## src/rtl/mhs_pkg.sv

```systemverilog
`timescale 1ns / 1ps
// ----------------------------------------------------------------------------
// Min-heap scheduler package
// Shared constants, the heap entry type, the controller states and small
// helper functions for the job-to-machine scheduler.
// ----------------------------------------------------------------------------
package mhs_pkg;

  localparam int MAX_MACHINES   = 16;
  localparam int SLOT_W         = $clog2(MAX_MACHINES + 1);
  localparam int ADDR_W         = (MAX_MACHINES > 1) ? $clog2(MAX_MACHINES) : 1;
  localparam int CNT_W          = 5;
  localparam int ID_W           = 5;
  localparam int TIME_W         = 32;
  localparam int LEN_W          = 16;
  localparam int RESET_MACHINES = 3;

  localparam logic [TIME_W-1:0] TIME_MAX = '1;

  localparam logic CMD_RESTART = 1'b0;
  localparam logic CMD_JOB     = 1'b1;

  typedef struct packed {
    logic [SLOT_W-1:0] id;
    logic [TIME_W-1:0] free_time;
  } entry_t;

  localparam int ENTRY_W = $bits(entry_t);

  typedef enum logic [3:0] {
    S_IDLE,
    S_RD_LAST,
    S_POP_INIT,
    S_DN_A,
    S_DN_B,
    S_DN_LAST,
    S_UP_START,
    S_UP,
    S_UP_LAST,
    S_EMIT
  } state_t;

  function automatic logic [ADDR_W-1:0] slot2addr(input logic [SLOT_W-1:0] slot);
    logic [SLOT_W-1:0] tmp;
    tmp = slot - SLOT_W'(1);
    return tmp[ADDR_W-1:0];
  endfunction

  function automatic logic [SLOT_W-1:0] clamp_count(input logic [CNT_W-1:0] n);
    logic [SLOT_W-1:0] res;
    if (n == '0) begin
      res = SLOT_W'(1);
    end else if (32'(n) > MAX_MACHINES) begin
      res = SLOT_W'(MAX_MACHINES);
    end else begin
      res = SLOT_W'(n);
    end
    return res;
  endfunction

endpackage

```

## src/rtl/mhs_ram.sv

```systemverilog
`timescale 1ns / 1ps
// ----------------------------------------------------------------------------
// Generic synchronous RAM
// One write port and one read port with registered read data.
// ----------------------------------------------------------------------------
module mhs_ram #(
  parameter int WIDTH  = 8,
  parameter int DEPTH  = 16,
  parameter int ADDR_W = (DEPTH > 1) ? $clog2(DEPTH) : 1
) (
  input  logic              clk,
  input  logic              wr_en,
  input  logic [ADDR_W-1:0] wr_addr,
  input  logic [WIDTH-1:0]  wr_data,
  input  logic [ADDR_W-1:0] rd_addr,
  output logic [WIDTH-1:0]  rd_data
);

  logic [WIDTH-1:0] mem [DEPTH];
  logic [WIDTH-1:0] rd_data_r;

  always_ff @(posedge clk) begin
    if (wr_en) begin
      mem[wr_addr] <= wr_data;
    end
    rd_data_r <= mem[rd_addr];
  end

  assign rd_data = rd_data_r;

endmodule

```

## src/rtl/min_heap_job_to_machine_scheduler_unit.sv

```systemverilog
`timescale 1ns / 1ps
// ----------------------------------------------------------------------------
// Min-heap job-to-machine scheduler
// Assigns each job to the machine that becomes free first, keeping the
// machines in a binary min-heap held in a single-port-read RAM.
// ----------------------------------------------------------------------------
// A restart transaction reloads machines 1..N, all free at time zero, and
// gives no result. A job transaction removes the heap root, reports
// its machine, start time and last time unit, adds the job length to that
// machine's free time and inserts it again. The time each job takes until the
// block is ready again is set by the heap RAM with its one read per cycle:
// two reads per level of the sift-down and one per level of the sift-up.
// The emit step also waits while the previous result still waits for
// out_ready. Only one transaction is in work at a time.
module min_heap_job_to_machine_scheduler_unit (
  input  logic                         clk,
  input  logic                         rst_n,
  input  logic                         cfg_we,
  input  logic [mhs_pkg::CNT_W-1:0]    cfg_wdata,
  input  logic                         in_valid,
  output logic                         in_ready,
  input  logic                         in_cmd,
  input  logic [mhs_pkg::LEN_W-1:0]    in_job_length,
  output logic                         out_valid,
  input  logic                         out_ready,
  output logic [mhs_pkg::ID_W-1:0]     out_machine_id,
  output logic [mhs_pkg::TIME_W-1:0]   out_start_time,
  output logic [mhs_pkg::TIME_W-1:0]   out_end_time
);

  localparam int SW = mhs_pkg::SLOT_W;
  localparam int TW = mhs_pkg::TIME_W;
  localparam int LW = mhs_pkg::LEN_W;

  mhs_pkg::state_t state_r, state_nxt;

  logic [mhs_pkg::CNT_W-1:0]        cfg_num_r;
  logic [SW-1:0]                    cnt_r, cnt_nxt;
  logic [mhs_pkg::MAX_MACHINES-1:0] valid_r, valid_nxt;
  logic [LW-1:0]                    len_r, len_nxt;
  mhs_pkg::entry_t                  top_r, top_nxt;
  mhs_pkg::entry_t                  last_r, last_nxt;
  mhs_pkg::entry_t                  ca_r, ca_nxt;
  logic [SW-1:0]                    parent_r, parent_nxt;
  logic [SW-1:0]                    child_r, child_nxt;
  logic [SW-1:0]                    idx_r, idx_nxt;
  logic [TW-1:0]                    mtime_r, mtime_nxt;
  logic [TW-1:0]                    end_r, end_nxt;
  logic                             out_valid_r, out_valid_nxt;
  logic [mhs_pkg::ID_W-1:0]         out_id_r, out_id_nxt;
  logic [TW-1:0]                    out_start_r, out_start_nxt;
  logic [TW-1:0]                    out_end_r, out_end_nxt;
  logic [SW-1:0]                    rd_slot_r;
  logic                             rd_valid_r;

  logic                             wr_en;
  logic [SW-1:0]                    wr_slot;
  mhs_pkg::entry_t                  wr_data;
  logic [SW-1:0]                    rd_slot;
  logic [mhs_pkg::ENTRY_W-1:0]      ram_q;

  mhs_pkg::entry_t                  rd_entry;
  mhs_pkg::entry_t                  sel_entry;
  mhs_pkg::entry_t                  push_entry;
  logic [SW-1:0]                    sel_idx;
  logic [SW-1:0]                    pop_n;
  logic [SW:0]                      next_child;
  logic                             next_more;
  logic                             sel_stop;
  logic                             has_b;
  logic                             push_lt;
  logic [SW-1:0]                    up_idx;
  logic                             accept_in;
  logic                             emit_ok;
  logic [TW:0]                      sum_full;
  logic [TW:0]                      end_sum;
  logic [LW-1:0]                    len_m1;

  mhs_ram #(
    .WIDTH (mhs_pkg::ENTRY_W),
    .DEPTH (mhs_pkg::MAX_MACHINES)
  ) u_ram (
    .clk     (clk),
    .wr_en   (wr_en),
    .wr_addr (mhs_pkg::slot2addr(wr_slot)),
    .wr_data (wr_data),
    .rd_addr (mhs_pkg::slot2addr(rd_slot)),
    .rd_data (ram_q)
  );

  // Slots never written since the last restart hold their machine at time zero.
  always_comb begin
    if (rd_valid_r) begin
      rd_entry = mhs_pkg::entry_t'(ram_q);
    end else begin
      rd_entry.id        = rd_slot_r;
      rd_entry.free_time = '0;
    end
  end

  assign accept_in  = in_valid && in_ready;
  assign emit_ok    = !out_valid_r || out_ready;
  assign pop_n      = cnt_r - SW'(1);
  assign has_b      = child_r < pop_n;
  assign push_lt    = mtime_r < rd_entry.free_time;
  assign up_idx     = idx_r >> 1;
  assign push_entry = '{id: top_r.id, free_time: mtime_r};

  always_comb begin
    if ((state_r == mhs_pkg::S_DN_B) && (ca_r.free_time > rd_entry.free_time)) begin
      sel_entry = rd_entry;
      sel_idx   = child_r + SW'(1);
    end else if (state_r == mhs_pkg::S_DN_B) begin
      sel_entry = ca_r;
      sel_idx   = child_r;
    end else begin
      sel_entry = rd_entry;
      sel_idx   = child_r;
    end
    sel_stop   = sel_entry.free_time > last_r.free_time;
    next_child = {sel_idx, 1'b0};
    next_more  = next_child <= {1'b0, pop_n};
  end

  assign len_m1   = len_r - LW'(1);
  assign sum_full = {1'b0, top_r.free_time} + (TW + 1)'(len_r);
  assign end_sum  = {1'b0, top_r.free_time} + (TW + 1)'(len_m1);

  always_comb begin
    state_nxt = state_r;
    unique case (state_r)
      mhs_pkg::S_IDLE: begin
        if (accept_in && (in_cmd == mhs_pkg::CMD_JOB)) begin
          state_nxt = mhs_pkg::S_RD_LAST;
        end
      end
      mhs_pkg::S_RD_LAST: begin
        state_nxt = mhs_pkg::S_POP_INIT;
      end
      mhs_pkg::S_POP_INIT: begin
        if ((SW + 1)'(2) <= {1'b0, pop_n}) begin
          state_nxt = mhs_pkg::S_DN_A;
        end else begin
          state_nxt = mhs_pkg::S_UP_START;
        end
      end
      mhs_pkg::S_DN_A, mhs_pkg::S_DN_B: begin
        if ((state_r == mhs_pkg::S_DN_A) && has_b) begin
          state_nxt = mhs_pkg::S_DN_B;
        end else if (sel_stop) begin
          state_nxt = mhs_pkg::S_UP_START;
        end else if (next_more) begin
          state_nxt = mhs_pkg::S_DN_A;
        end else begin
          state_nxt = mhs_pkg::S_DN_LAST;
        end
      end
      mhs_pkg::S_DN_LAST: begin
        state_nxt = mhs_pkg::S_UP_START;
      end
      mhs_pkg::S_UP_START: begin
        if (cnt_r == SW'(1)) begin
          state_nxt = mhs_pkg::S_EMIT;
        end else begin
          state_nxt = mhs_pkg::S_UP;
        end
      end
      mhs_pkg::S_UP: begin
        if (!push_lt) begin
          state_nxt = mhs_pkg::S_EMIT;
        end else if (up_idx == SW'(1)) begin
          state_nxt = mhs_pkg::S_UP_LAST;
        end
      end
      mhs_pkg::S_UP_LAST: begin
        state_nxt = mhs_pkg::S_EMIT;
      end
      mhs_pkg::S_EMIT: begin
        if (emit_ok) begin
          state_nxt = mhs_pkg::S_IDLE;
        end
      end
      default: begin
        state_nxt = mhs_pkg::S_IDLE;
      end
    endcase
  end

  always_comb begin
    in_ready      = (state_r == mhs_pkg::S_IDLE);
    cnt_nxt       = cnt_r;
    valid_nxt     = valid_r;
    len_nxt       = len_r;
    top_nxt       = top_r;
    last_nxt      = last_r;
    ca_nxt        = ca_r;
    parent_nxt    = parent_r;
    child_nxt     = child_r;
    idx_nxt       = idx_r;
    mtime_nxt     = mtime_r;
    end_nxt       = end_r;
    out_valid_nxt = out_valid_r && !out_ready;
    out_id_nxt    = out_id_r;
    out_start_nxt = out_start_r;
    out_end_nxt   = out_end_r;
    wr_en         = 1'b0;
    wr_slot       = parent_r;
    wr_data       = last_r;
    rd_slot       = SW'(1);

    unique case (state_r)
      mhs_pkg::S_IDLE: begin
        if (accept_in && (in_cmd == mhs_pkg::CMD_RESTART)) begin
          cnt_nxt   = mhs_pkg::clamp_count(cfg_num_r);
          valid_nxt = '0;
        end
        len_nxt = in_job_length;
      end
      mhs_pkg::S_RD_LAST: begin
        top_nxt = rd_entry;
        rd_slot = cnt_r;
      end
      mhs_pkg::S_POP_INIT: begin
        last_nxt   = rd_entry;
        parent_nxt = SW'(1);
        child_nxt  = SW'(2);
        rd_slot    = SW'(2);
        if (sum_full[TW]) begin
          mtime_nxt = mhs_pkg::TIME_MAX;
        end else begin
          mtime_nxt = sum_full[TW-1:0];
        end
        if (len_r == '0) begin
          end_nxt = (top_r.free_time == '0) ? '0 : top_r.free_time - TW'(1);
        end else if (end_sum[TW]) begin
          end_nxt = mhs_pkg::TIME_MAX;
        end else begin
          end_nxt = end_sum[TW-1:0];
        end
        if ((SW + 1)'(2) > {1'b0, pop_n}) begin
          wr_en   = 1'b1;
          wr_slot = SW'(1);
          wr_data = rd_entry;
        end
      end
      mhs_pkg::S_DN_A, mhs_pkg::S_DN_B: begin
        if ((state_r == mhs_pkg::S_DN_A) && has_b) begin
          ca_nxt  = rd_entry;
          rd_slot = child_r + SW'(1);
        end else if (sel_stop) begin
          wr_en   = 1'b1;
          wr_slot = parent_r;
          wr_data = last_r;
        end else begin
          wr_en      = 1'b1;
          wr_slot    = parent_r;
          wr_data    = sel_entry;
          parent_nxt = sel_idx;
          child_nxt  = next_child[SW-1:0];
          rd_slot    = next_child[SW-1:0];
        end
      end
      mhs_pkg::S_DN_LAST: begin
        wr_en   = 1'b1;
        wr_slot = parent_r;
        wr_data = last_r;
      end
      mhs_pkg::S_UP_START: begin
        idx_nxt = cnt_r;
        rd_slot = cnt_r >> 1;
        if (cnt_r == SW'(1)) begin
          wr_en   = 1'b1;
          wr_slot = SW'(1);
          wr_data = push_entry;
        end
      end
      mhs_pkg::S_UP: begin
        wr_en   = 1'b1;
        wr_slot = idx_r;
        if (push_lt) begin
          wr_data = rd_entry;
          idx_nxt = up_idx;
          rd_slot = up_idx >> 1;
        end else begin
          wr_data = push_entry;
        end
      end
      mhs_pkg::S_UP_LAST: begin
        wr_en   = 1'b1;
        wr_slot = SW'(1);
        wr_data = push_entry;
      end
      mhs_pkg::S_EMIT: begin
        if (emit_ok) begin
          out_valid_nxt = 1'b1;
          out_id_nxt    = mhs_pkg::ID_W'(top_r.id);
          out_start_nxt = top_r.free_time;
          out_end_nxt   = end_r;
        end
      end
      default: begin
      end
    endcase

    if (wr_en) begin
      valid_nxt[mhs_pkg::slot2addr(wr_slot)] = 1'b1;
    end
  end

  always_ff @(posedge clk) begin
    if (!rst_n) begin
      state_r     <= mhs_pkg::S_IDLE;
      cfg_num_r   <= mhs_pkg::CNT_W'(mhs_pkg::RESET_MACHINES);
      cnt_r       <= mhs_pkg::clamp_count(mhs_pkg::CNT_W'(mhs_pkg::RESET_MACHINES));
      valid_r     <= '0;
      out_valid_r <= 1'b0;
    end else begin
      state_r     <= state_nxt;
      cnt_r       <= cnt_nxt;
      valid_r     <= valid_nxt;
      out_valid_r <= out_valid_nxt;
      if (cfg_we) begin
        cfg_num_r <= cfg_wdata;
      end
    end
  end

  always_ff @(posedge clk) begin
    len_r       <= len_nxt;
    top_r       <= top_nxt;
    last_r      <= last_nxt;
    ca_r        <= ca_nxt;
    parent_r    <= parent_nxt;
    child_r     <= child_nxt;
    idx_r       <= idx_nxt;
    mtime_r     <= mtime_nxt;
    end_r       <= end_nxt;
    out_id_r    <= out_id_nxt;
    out_start_r <= out_start_nxt;
    out_end_r   <= out_end_nxt;
    rd_slot_r   <= rd_slot;
    rd_valid_r  <= valid_r[mhs_pkg::slot2addr(rd_slot)];
  end

  assign out_valid      = out_valid_r;
  assign out_machine_id = out_id_r;
  assign out_start_time = out_start_r;
  assign out_end_time   = out_end_r;

  // The heap always holds between one and the maximum number of machines.
  a_count_range: assert property (@(posedge clk) disable iff (!rst_n)
    (cnt_r != '0) && (32'(cnt_r) <= mhs_pkg::MAX_MACHINES))
    else $error("heap count out of range");

  // A job transaction leaves the controller busy in the cycle after its acceptance.
  a_job_busy: assert property (@(posedge clk) disable iff (!rst_n)
    (accept_in && (in_cmd == mhs_pkg::CMD_JOB)) |=> !in_ready)
    else $error("job accepted without leaving idle");

  // A new result only appears after the emit step of a job.
  a_emit_src: assert property (@(posedge clk) disable iff (!rst_n)
    $rose(out_valid_r) |-> $past(state_r == mhs_pkg::S_EMIT))
    else $error("result raised outside the emit step");

  // A restart never produces a result.
  a_restart_quiet: assert property (@(posedge clk) disable iff (!rst_n)
    (accept_in && (in_cmd == mhs_pkg::CMD_RESTART) && !out_valid_r) |=> !out_valid_r)
    else $error("restart produced a result");

endmodule

```

## config.mk

```make
export PLATFORM = sky130hd
export DESIGN_NAME = min_heap_job_to_machine_scheduler_unit
export DESIGN_NICKNAME = d
export VERILOG_FILES = /design/src/rtl/mhs_pkg.sv /design/src/rtl/mhs_ram.sv /design/src/rtl/min_heap_job_to_machine_scheduler_unit.sv
export SDC_FILE = /design/constraint.sdc
export NUM_CORES = 1
export LEC_CHECK = 0
export BUFFER_PORTS_ARGS = -buffer_cell sky130_fd_sc_hd__buf_2
export CAP_MARGIN = 5
export CORE_ASPECT_RATIO = 1.75
export CORE_MARGIN = 2
export CORE_UTILIZATION = 42
export DETAILED_ROUTE_END_ITERATION = 12
export PLACE_DENSITY_LB_ADDON = 0.15
export SLEW_MARGIN = 10
export SYNTH_ARGS = -nofsm -noshare
export SYNTH_HDL_FRONTEND = slang
export SYNTH_SLANG_ARGS = --single-unit
```

## constraint.sdc

```tcl
create_clock -name clk -period 7.5 [get_ports clk]
set_input_delay 1.5 -clock clk [delete_from_list [all_inputs] [get_ports clk]]
set_output_delay 1.5 -clock clk [all_outputs]
set_load 0.005 [all_outputs]
```

# [Yosys cells after proc, flatten, opt, wreduce, memory -nomap -nowiden]
# Memories as Yosys holds them, arrays and structs flattened. A register that Yosys moved wholly into a read port is not among the register bits.
# Cells that the tools add are included.
# W data, S select, Z words.
[totals] mem_count=1 word_cells=140 inputBits=27 ff_bits=311 output_inout_bits=71 mem_bits_rw=592
[classes] muxes=55 n_reduce_logical=24 addsub=8 bitwise_logic=2 n_lt_le_gt_ge=11 eq_ne=17
[mem_list] name="u_ram.mem" words=16 width=37 read_ports=1 rd_ports_with_merged_regs=1 write_ports=1 line="mhs_ram.sv:19" text="logic [WIDTH-1:0] mem [DEPTH];"
[ops] op="$mux W37" count=8
[ops] op="$pmux W37 S5" count=1
[ops] op="$mux W32" count=3
[ops] op="$add A32 B16 Y33" count=2
[ops] op="$gt A32 B32 Y1" count=2
[ops] op="$mux W16" count=3
[ops] op="$mux W5" count=8
[ops] op="$mux W4" count=9
[ops] op="$pmux W4 S9" count=1
[ops] op="$logic_not A32 Y1" count=1
[ops] op="$lt A32 B32 Y1" count=1
[ops] op="$sub A32 B1 Y32 const B" count=1
[ops] op="$pmux W5 S5" count=1
[ops] op="$pmux W5 S2" count=2
[ops] op="$eq A4 B3 Y1 const B" count=4
[ops] op="$logic_not A16 Y1" count=1
[ops] op="$or A16 B16 Y16" count=1
[ops] op="$pmux W4 S4" count=1
[ops] op="$sub A16 B1 Y16 const B" count=1
[ops] op="$mux W3" count=5
[ops] op="$lt A4 B5 Y1 const B" count=2
[ops] op="$mux W1" count=9
[ops] op="$eq A4 B1 Y1 const B" count=2
[ops] op="$eq A4 B2 Y1 const B" count=2
[ops] op="29 further kinds" count=46

# [Logic depth before layout (Yosys ltp)]
# Gate-level depths: netlist of the first run.
[depth] ltp_word=11 mapped_depth=31 depth_no_buf=21

# [Hierarchy]
# Synthesis of the first run repeated with hierarchy kept, for this count alone.
[unflattened] cells_unflattened=2597 hier_area_um2=40585.2
[by_module_without_submodules] module="mhs_ram" n_inst=1 seq_area_each_um2=18517.8 cells_per_inst=963 area_each_um2=22942.0
[by_module_without_submodules] module="min_heap_job_to_machine_scheduler_unit" n_inst=1 seq_area_each_um2=8818.5 cells_per_inst=1634 area_each_um2=17643.2

# [Least setup slack after synthesis of the first run]
# OpenSTA, ideal clock, no wires.
[synth_path] path_kind="reg-to-reg" start="register rd_valid_r" end="register u_ram.rd_data_r[35] (netlist: u_ram.rd_data[35]) (read register of u_ram.mem)" path_buffers=10 t_required_ns=7.375 path_stages_with_launch=31 setup_slack_ns=0.961 setup_time_ns=0.125 arrival_ns=6.414 period_less_slack_ns=6.539 cell_sequence="dfxtp_1 buf_2 buf_1 nand2_1 ha_1 a211oi_1 o21a_1 o31ai_1 o31a_1 o21ai_0 clkbuf_1 clkbuf_1 o21ai_0 ha_1 nor2b_1 o211ai_1 a2111o_1 a41o_1 a211oi_1 or3_1 buf_4 inv_6 buf_6 buf_6 ha_1 clkbuf_1 clkbuf_1 clkbuf_1 mux4_2 nand3_1 nand4_1"
[synth_via] elab_chain_cells=9 word_cells_on_any_way=13 classes_between="add/sub (1); order compare (3); mux (8); reduce/logical (1)"
[synth_lines] element="from (decl)" line="min_heap_job_to_machine_scheduler_unit.sv:54" text="logic rd_valid_r;"
[synth_lines] element="from (signal assigned)" line="min_heap_job_to_machine_scheduler_unit.sv:342" text="rd_valid_r <= valid_r[mhs_pkg::slot2addr(rd_slot)];"
[synth_lines] element="$mux W37 *" line="min_heap_job_to_machine_scheduler_unit.sv:93" text="if (rd_valid_r) begin"
[synth_lines] element="$gt A32 B32 Y1" line="min_heap_job_to_machine_scheduler_unit.sv:110" text="if ((state_r == mhs_pkg::S_DN_B) && (ca_r.free_time > rd_entry.free_time)) begin"
[synth_lines] element="$logic_and A1 B1 Y1" line="min_heap_job_to_machine_scheduler_unit.sv:110"
[synth_lines] element="$mux W37" line="min_heap_job_to_machine_scheduler_unit.sv:110"
[synth_lines] element="$gt A32 B32 Y1" line="min_heap_job_to_machine_scheduler_unit.sv:120" text="sel_stop = sel_entry.free_time > last_r.free_time;"
[synth_lines] element="$mux W5" line="min_heap_job_to_machine_scheduler_unit.sv:250" text="end else if (sel_stop) begin"
[synth_lines] element="$mux W5" line="min_heap_job_to_machine_scheduler_unit.sv:247" text="if ((state_r == mhs_pkg::S_DN_A) && has_b) begin"
[synth_lines] element="$pmux W5 S5 *" line="min_heap_job_to_machine_scheduler_unit.sv:211" text="unique case (state_r)"
[synth_lines] element="net rd_slot[0]" line="min_heap_job_to_machine_scheduler_unit.sv:59" text="logic [SW-1:0] rd_slot;"
[synth_lines] element="$sub A4 B1 Y4 *" line="mhs_pkg.sv:45" text="tmp = slot - SLOT_W'(1);"
[synth_lines] element="to (decl)" line="mhs_ram.sv:20" text="logic [WIDTH-1:0] rd_data_r;"
# Mark *: on every way through the listed nets, which the timed path passes. The rest lies on a longest branch.
# A chain may end at the register's enable or synchronous reset.

# [Worst setup path after layout of the first run]
[layout_path] start="register rd_valid_r" end="register u_ram.rd_data_r[27] (netlist: u_ram.rd_data[27]) (read register of u_ram.mem)"
[layout_via] elab_chain_cells=9 word_cells_on_any_way=13 classes_between="add/sub (1); order compare (3); mux (8); reduce/logical (1)"
[layout_lines] element="$mux W37 *" line="min_heap_job_to_machine_scheduler_unit.sv:93"
[layout_lines] element="$gt A32 B32 Y1" line="min_heap_job_to_machine_scheduler_unit.sv:110"
[layout_lines] element="$logic_and A1 B1 Y1" line="min_heap_job_to_machine_scheduler_unit.sv:110"
[layout_lines] element="$mux W37" line="min_heap_job_to_machine_scheduler_unit.sv:110"
[layout_lines] element="$gt A32 B32 Y1" line="min_heap_job_to_machine_scheduler_unit.sv:120"
[layout_lines] element="$mux W5" line="min_heap_job_to_machine_scheduler_unit.sv:250"
[layout_lines] element="$mux W5" line="min_heap_job_to_machine_scheduler_unit.sv:247"
[layout_lines] element="$pmux W5 S5 *" line="min_heap_job_to_machine_scheduler_unit.sv:211"
[layout_lines] element="$sub A4 B1 Y4 *" line="mhs_pkg.sv:45"
# Every way passes the cells marked *; elsewhere a longest branch is shown, timed or not.

==> qor.yml, run 1 <==
placed_design:
  gp_congestion: 0.932
  io_buffers: 97
  dp.cells: 4164
  dp_slack_ns: -0.334
  place_hpwl_um: 73700
sta:
  tightest_slew_ns: 1.26
  setup_viol: 0
  fin_ws_ns: 0.251
  whs_ns: 0.418
  final.period_utilization_pct: 96.6
  hold_viol_final: 0
  maxSlewHeadroom_pct: 16.3
  max_freq_ghz: 0.138
  rsz0062_at_grt: "no"
  min_period_ns: 7.25
  drv_slew: 0
  skew_ns: 0.0192
routing:
  num_vias: 25090
  drtIter0Drc: 2250
  ant_nets: 0
  vias_per_cell: 5.81
  wl_um: 111000
  drc: 0
  wl_per_cell_um: 25.8
  drt_first_pass_iters: 8
global_route:
  grt_max_degree: 59
  grt_pass1_wl_um: 165000
  grt_pass1_vias: 25834
  antenna_found_initial: 1
  grtUsageTotal_pct: 22.5
  grt_overflow: 0
flow_run:
  cap_violations: 0
outcome:
  status: "finished, final reports clean"
synth:
  synth_seq_cells: 935
  ys_async_sr_fraction_pct: 0
  synth_edf_count: 861
  syn-cell-area_um2: 40900
  synth_cell_types: 82
  synthCells: 2738
  synth_fp_nets: 2907
  avgSynthCellArea_um2: 14.9
  synth_warnings: 0
  synth_flop_cell: "edfxtp_1"
  yosysSeqAreaShare_pct: 66.9
clock_tree:
  cts_root_buffer: "clkbuf_16"
  cts.clk_slew.worst_paths_ns: 0.06
  cts.sinks: 935
  cts_max_level: 3
  cts_tree: "built"
  hold_buffers: 0
  cts_buffer_depth: 3
  tritoncts.num_buffers: 84
  clock_latency_ns: 0.67
critical_path:
  critPathLaunchType: "flop"
  crit_fanout: 37
  crit_path_end_kind: "flop"
  critPathArrivalTime_ns: 7.63
  crit_type: "flop to flop"
  worstPathRequired_ns: 7.88
hold_path:
  min_path_type: "flop to flop"
die:
  num_io_pins: 98
  die_w_um: 240
  die_h_um: 417
  core_um2: 96500
  initial_core_util_pct: 42.3
  rows: 151
  design.die.area_um2: 99900
cells_and_area:
  fin_cells: 4322
  area_growth_pct: 15.0
  num-nets-final: 3125
  drive_above_1_share_pct: 19.8
  n_fill_cell: 8165
  n_antenna_cell: 0
pwr:
  vdd_ir_drop_max_mv: 0.207
  power_density_nw_per_um2: 342
  power_uw: 16100
  leakage_uw: 0.0161
==> stage by stage <==
| stage | util [%] | setup TNS [ns] | cell area [um^2] |
|---|---|---|---|
| floorplan | - | 0 | 40900 |
| global placement | 45.8 | -0.329 | 44200 |
| detailed placement | 45.8 | -0.334 | 44200 |
| CTS | 48.6 | 0 | 46900 |
| global route | 48.7 | 0 | 47000 |
| finish | 48.7 | 0 | 47000 |
==> flip-flops by register name, summed over array words and instances, names as in the netlist <==
register        flops
state_r             4
out_start_time     32
rd_valid_r          1
mtime_r            32
cfg_num_r           5
cnt_r               5
out_machine_id      5
idx_r               5
ca_r               37
last_r             37
end_r              32
out_end_time       32
u_ram.mem         592
push_entry          5
valid_r            16
len_r              16
u_ram.rd_data      37
child_r             4
out_valid           1
top_r              32
rd_slot_r           5
==> repair_timing <==
action,in CTS,in global routing
setup endpoints to repair,1,1
gates cloned,1,2
setup buffers,0,3
gates resized for setup,2,2
pin swaps,1,3
==> final cells by class <==
class                   instances  area (um^2)  area share (%)
clock inverters                37          427           0.908
repair buffers                265         2110            4.49
flip-flops and latches        935        27300            58.2
inverters                      97          374           0.796
multi-input cells            1573        12800            27.3
well taps                    1300         1630            3.46
clock buffers                 115         2290            4.88
==> power breakdown <==
group          switching [uW]  internal [uW]  total [uW]
registers                 295           6330        6630
logic                    2790           2340        5120
clock network            1910           2430        4340
total                    4990          11100       16100
==> logic make-up after synthesis <==
family	after synthesis	synth area share, %
flops	935	66.9
xor+xnor	70	1.54
mux	170	8.85
compound gates	402	6.59
simple gates	786	9.22
fa+ha+maj	142	4.38
buf+inv	233	2.53
==> worst max-delay path, cell delays in order, from the launching register on <==
cell and delay (ns):
dfxtp_1 0.35, buf_12 0.21, nand2_1 0.20, ha_1 0.34, nor2b_1 0.14, o211ai_1 0.41, a21boi_0 0.19, buf_4 0.17
o31a_1 0.44, o21ai_2 0.50, o21ai_0 0.27, ha_1 0.35, a21oi_1 0.14, o21ai_0 0.11, buf_4 0.15, a22oi_1 0.42
buf_4 0.21, a21boi_0 0.13, a21oi_1 0.28, buf_4 0.16, nand2_1 0.05, o21a_1 0.22, ha_4 0.31, buf_4 0.32
mux4_2 0.38, nand3_1 0.10, nand4_1 0.36
==> layer usage <==
| layer | GRT usage, % | vias up | share of wire, % |
|---|---|---|---|
| met5 | 0 | - | 0 |
| li1 | - | 11151 | - |
| met4 | 8.66 | 0 | 3.7 |
| met3 | 2.92 | 223 | 4.6 |
| met1 | 26.5 | 12845 | 38 |
| met2 | 41.4 | 871 | 54 |
==> Yosys cell counts, types with 37 or more instances <==
master	instances	area, um^2
nor2_1	122	458
nor3_1	40	200
nand4_1	61	382
inv_1	95	357
a222oi_1	37	370
dfxtp_1	74	1480
mux4_2	152	3420
clkbuf_1	87	327
nand3_1	182	911
o21ai_0	125	626
edfxtp_1	861	25900
ha_1	140	1750
a21oi_1	84	420
xnor2_1	42	368
nand2_1	256	961
==> path summary, 6_finish.rpt <==
check,start,endpoint,slack (ns),depth (start not counted)
worst max-delay path,rd_valid_r,u_ram.rd_data[27],0.25,26
worst max register to register,rd_valid_r,u_ram.rd_data[27],0.25,26
worst min-delay path,end_r[13],out_end_time[13],0.42,0
worst min register to register,end_r[13],out_end_time[13],0.42,0
==> cell usage in the layout, fill, tap and decap left out, types with 20 or more instances in the layout <==
cell       synthesis  final
ha_1             140    139
clkbuf_1          87     25
mux4_2           152    152
buf_2             14     97
nand2_1          256    256
nand4_1           61     61
xnor2_1           42     41
a21o_1            20     20
a21oi_1           84     84
xor2_1            26     25
dfxtp_1           74     74
buf_12             0     29
nand3_1          182    182
nor3_1            40     37
a222oi_1          37     37
clkbuf_16          0     86
edfxtp_1         861    861
nor2_1           122    107
buf_4             15    139
o21ai_0          125    123
inv_1             95     94
(Power assumes the default switching activity.)
==> run 2: changes to the inputs <==
Settings changed: ABC_AREA from default to 1, CTS_CLUSTER_DIAMETER from default to 50, MAX_ROUTING_LAYER from default to met4.
==> run 2 against run 1 <==
Global-route usage grew 2.7 points. Wire length grew 23%. Area after synthesis grew 11%. Hold slack lost 0.0061 ns. Sequential cell count is the same. Total power grew 46%. Clock skew grew 0.013 ns. Setup slack gained 0.21 ns. Maximum frequency grew 3.0%. Critical path type unchanged. Critical endpoint is now u_ram.mem[5][19]. Largest cell class unchanged. Largest power group is now combinational cells.
==> qor.yml, run 2 <==
placed_design:
  gp_congestion: 0.951
  io_buffers: 97
  place_hpwl_um: 85100
synth:
  synth_top_area_share_pct: 56.9
  synth_flop_cell: "edfxtp_1"
  synthTopCellsByArea: "edfxtp_1 57%, inv_1 6.9%, nand3_1 6.8%"
  synthCells: 4616
  synth_common_cells: "861 x edfxtp_1, 841 x inv_1, 815 x nand2_1"
  synth_top_area_cell: "edfxtp_1"
  synth_edf_count: 861
  yosysSeqAreaShare_pct: 60.1
  synth_fp_nets: 4785
  ys_async_sr_fraction_pct: 0
  synth_warnings: 0
  avgSynthCellArea_um2: 9.85
  synth_cell_types: 52
  syn-cell-area_um2: 45500
  synth_seq_cells: 935
  synth.most_common_cell: "edfxtp_1"
routing:
  drt_first_pass_iters: 6
  ant_nets: 0
  num_vias: 33264
  wl_um: 137000
  drc: 0
  vias_per_cell: 5.45
  wl_per_cell_um: 22.4
  drtIter0Drc: 2433
cells_and_area:
  largest_register: "u_ram.mem"
  drive_above_1_share_pct: 8.44
  num-nets-final: 4823
  area_growth_pct: 11.2
  final_cell_mix: "861 x edfxtp_1, 830 x inv_1, 810 x nand2_1"
  layout_commonest_cell: "edfxtp_1"
  largest_reg_flops: 592
  fin_util_pct: 47.1
critical_path:
  crit_fanout: 56
  crit_type: "flop to flop"
  slowest_stage: "o2111ai_1"
  crit_top_cell: "nand2_1"
  crit_chain: "nand2_1 -> ha_1 -> nand2_1 -> nor2_1 -> nand4_1 -> nor4_4 -> nand4_1 -> nand2_1 -> nand2_1 -> clkinv_1 -> buf_12 -> o21ai_0 -> ha_1 -> nand4_1 -> nor3_2 -> and3_1 -> nand2_1 -> nand2_1 -> nand2_2 -> nand2_2 -> nand2_8 -> nand2_1 -> clkinv_1 -> o2111ai_1"
  r2r-end: "u_ram.mem[5][19]"
  reg2regPathDepth: 24
  worstPathRequired_ns: 7.84
  crit_path_end_kind: "flop"
  slowest_delay_ns: 1.11
  reg2reg_slack_ns: 0.46
  critPathLaunchType: "flop"
  worstReg2RegStart: "rd_valid_r"
  critPathArrivalTime_ns: 7.38
sta:
  setup_viol: 0
  final.period_utilization_pct: 93.9
  skew_ns: 0.0319
  rsz0062_at_grt: "no"
  maxSlewHeadroom_pct: 7.53
  hold_viol_final: 0
  tightest_slew_ns: 1.39
  setup_tns_ns: 0
  drv_slew: 0
  min_period_ns: 7.04
  whs_ns: 0.412
  max_freq_ghz: 0.142
clock_tree:
  cts_max_level: 3
  tritoncts.num_buffers: 88
  clock_latency_ns: 0.71
  cts_buffer_depth: 3
  cts_tree: "built"
  hold_buffers: 0
  cts_root_buffer: "clkbuf_16"
  cts.clk_slew.worst_paths_ns: 0.06
  cts.sinks: 935
  cts_setup_buffers: 0
  cts.repair.resized: 0
global_route:
  grt_pass1_wl_um: 203000
  grt_pass1_vias: 32539
  grt_max_degree: 196
  antenna_found_initial: 1
  grt_overflow: 0
  grtUsageTotal_pct: 25.3
outcome:
  status: "finished, final reports clean"
pwr:
  power_density_nw_per_um2: 463
  leakage_uw: 0.0211
  vdd_ir_drop_max_mv: 0.581
flow_run:
  cap_violations: 0
die:
  rows: 159
  num_io_pins: 98
  initial_core_util_pct: 42.4
  design.die.area_um2: 111000
  die_h_um: 439
  core_um2: 107000
  die_w_um: 253
hold_path:
  min_to: "out_end_time[9]"
  worstHoldStart: "end_r[9]"
  worstHoldPathCells: 0
  min_path_type: "flop to flop"
## run 2: changes by cell type in the layout (fill, tap and decap cells not counted), sizes merged, moves of 26 or more
cell    delta
nand3    +442
mux4     -152
xor2      +26
inv      +759
buf       -81
a21oi     +45
xnor2     -28
nor2      +43
a222oi    -37
nand2    +565
nand4    +277
## run 2: metal layers
metal / routed length [um] / global-route usage (%) / vias up
met2: 71700 / 44.7 / 1001
met5: 0 / - / -
li1: - / - / 15815
met3: 6110 / 2.65 / 323
met4: 7010 / 12.8 / 0
met1: 51800 / 28.1 / 16125
## run 2: worst max path at each step
stage	startpoint	end	slack, ns	cells past startpoint
finish	rd_valid_r	u_ram.mem[5][19]	0.46	24
global route	rd_valid_r	u_ram.rd_data[30]	0.06	32
CTS	rd_valid_r	u_ram.mem[8][11]	0.29	24
detailed placement	rd_valid_r	u_ram.mem[8][11]	0.31	24
global placement	rd_valid_r	u_ram.rd_data[28]	0.33	32
floorplan	state_r[3]	u_ram.mem[6][0]	1.20	11
## run 2: through the flow
step | cell area [um^2] | worst slack [ns] | total power, uW | instances
2_1_floorplan | 45500 | 1.20 | 15000 | 4616
6_report | 50600 | 0.459 | 23400 | 6100
3_3_place_gp | 47600 | 0.332 | 18900 | 5932
4_1_cts | 50500 | 0.293 | 23500 | 6098
3_5_place_dp | 47600 | 0.313 | 18900 | 5932
5_1_grt | 50600 | 0.0562 | 24900 | 6099
## run 2: area by class of cell
type / instances / area (um^2)
Antenna cell: 2 / 5.00
Clock buffer: 123 / 2480
Clock inverter: 43 / 445
Fill cell: 9806 / 56700
Inverter: 857 / 3220
Multi-Input combinational cell: 2588 / 14100
Sequential cell: 935 / 27300
Tap cell: 1368 / 1710
Timing Repair Buffer: 184 / 1300
## run 2: power breakdown
part           leakage [uW]  internal, uW  switching [uW]
clock               0.00141          2540            2050
sequential          0.00845          7350             552
combinational        0.0113          3360            7560
total                0.0211         13200           10200
## run 2: critical path, delay by kind of cell, from the launching register on
family | cells | cell delay [ns]
adder cells (fa/ha/maj) | 2 | 0.70
flip-flops | 1 | 0.65
AO/OA/AOI/OAI | 2 | 1.28
buffers and inverters | 3 | 0.81
AND/OR/NAND/NOR | 17 | 3.09
## run 2: cell families (layout without fill, tap and decap cells)
group                      after synthesis  after routing  share of synthesized area (%)
and+or+nand+nor                       2009           2009                           20.6
buffers and inverters                 1093           1207                           9.30
DFF                                    935            935                           60.1
AOI/OAI and AO/OA                      369            369                           4.69
adders and majority gates              142            142                           3.94
xor gates and xnor gates                68             68                           1.31
other                                    0              2                              0
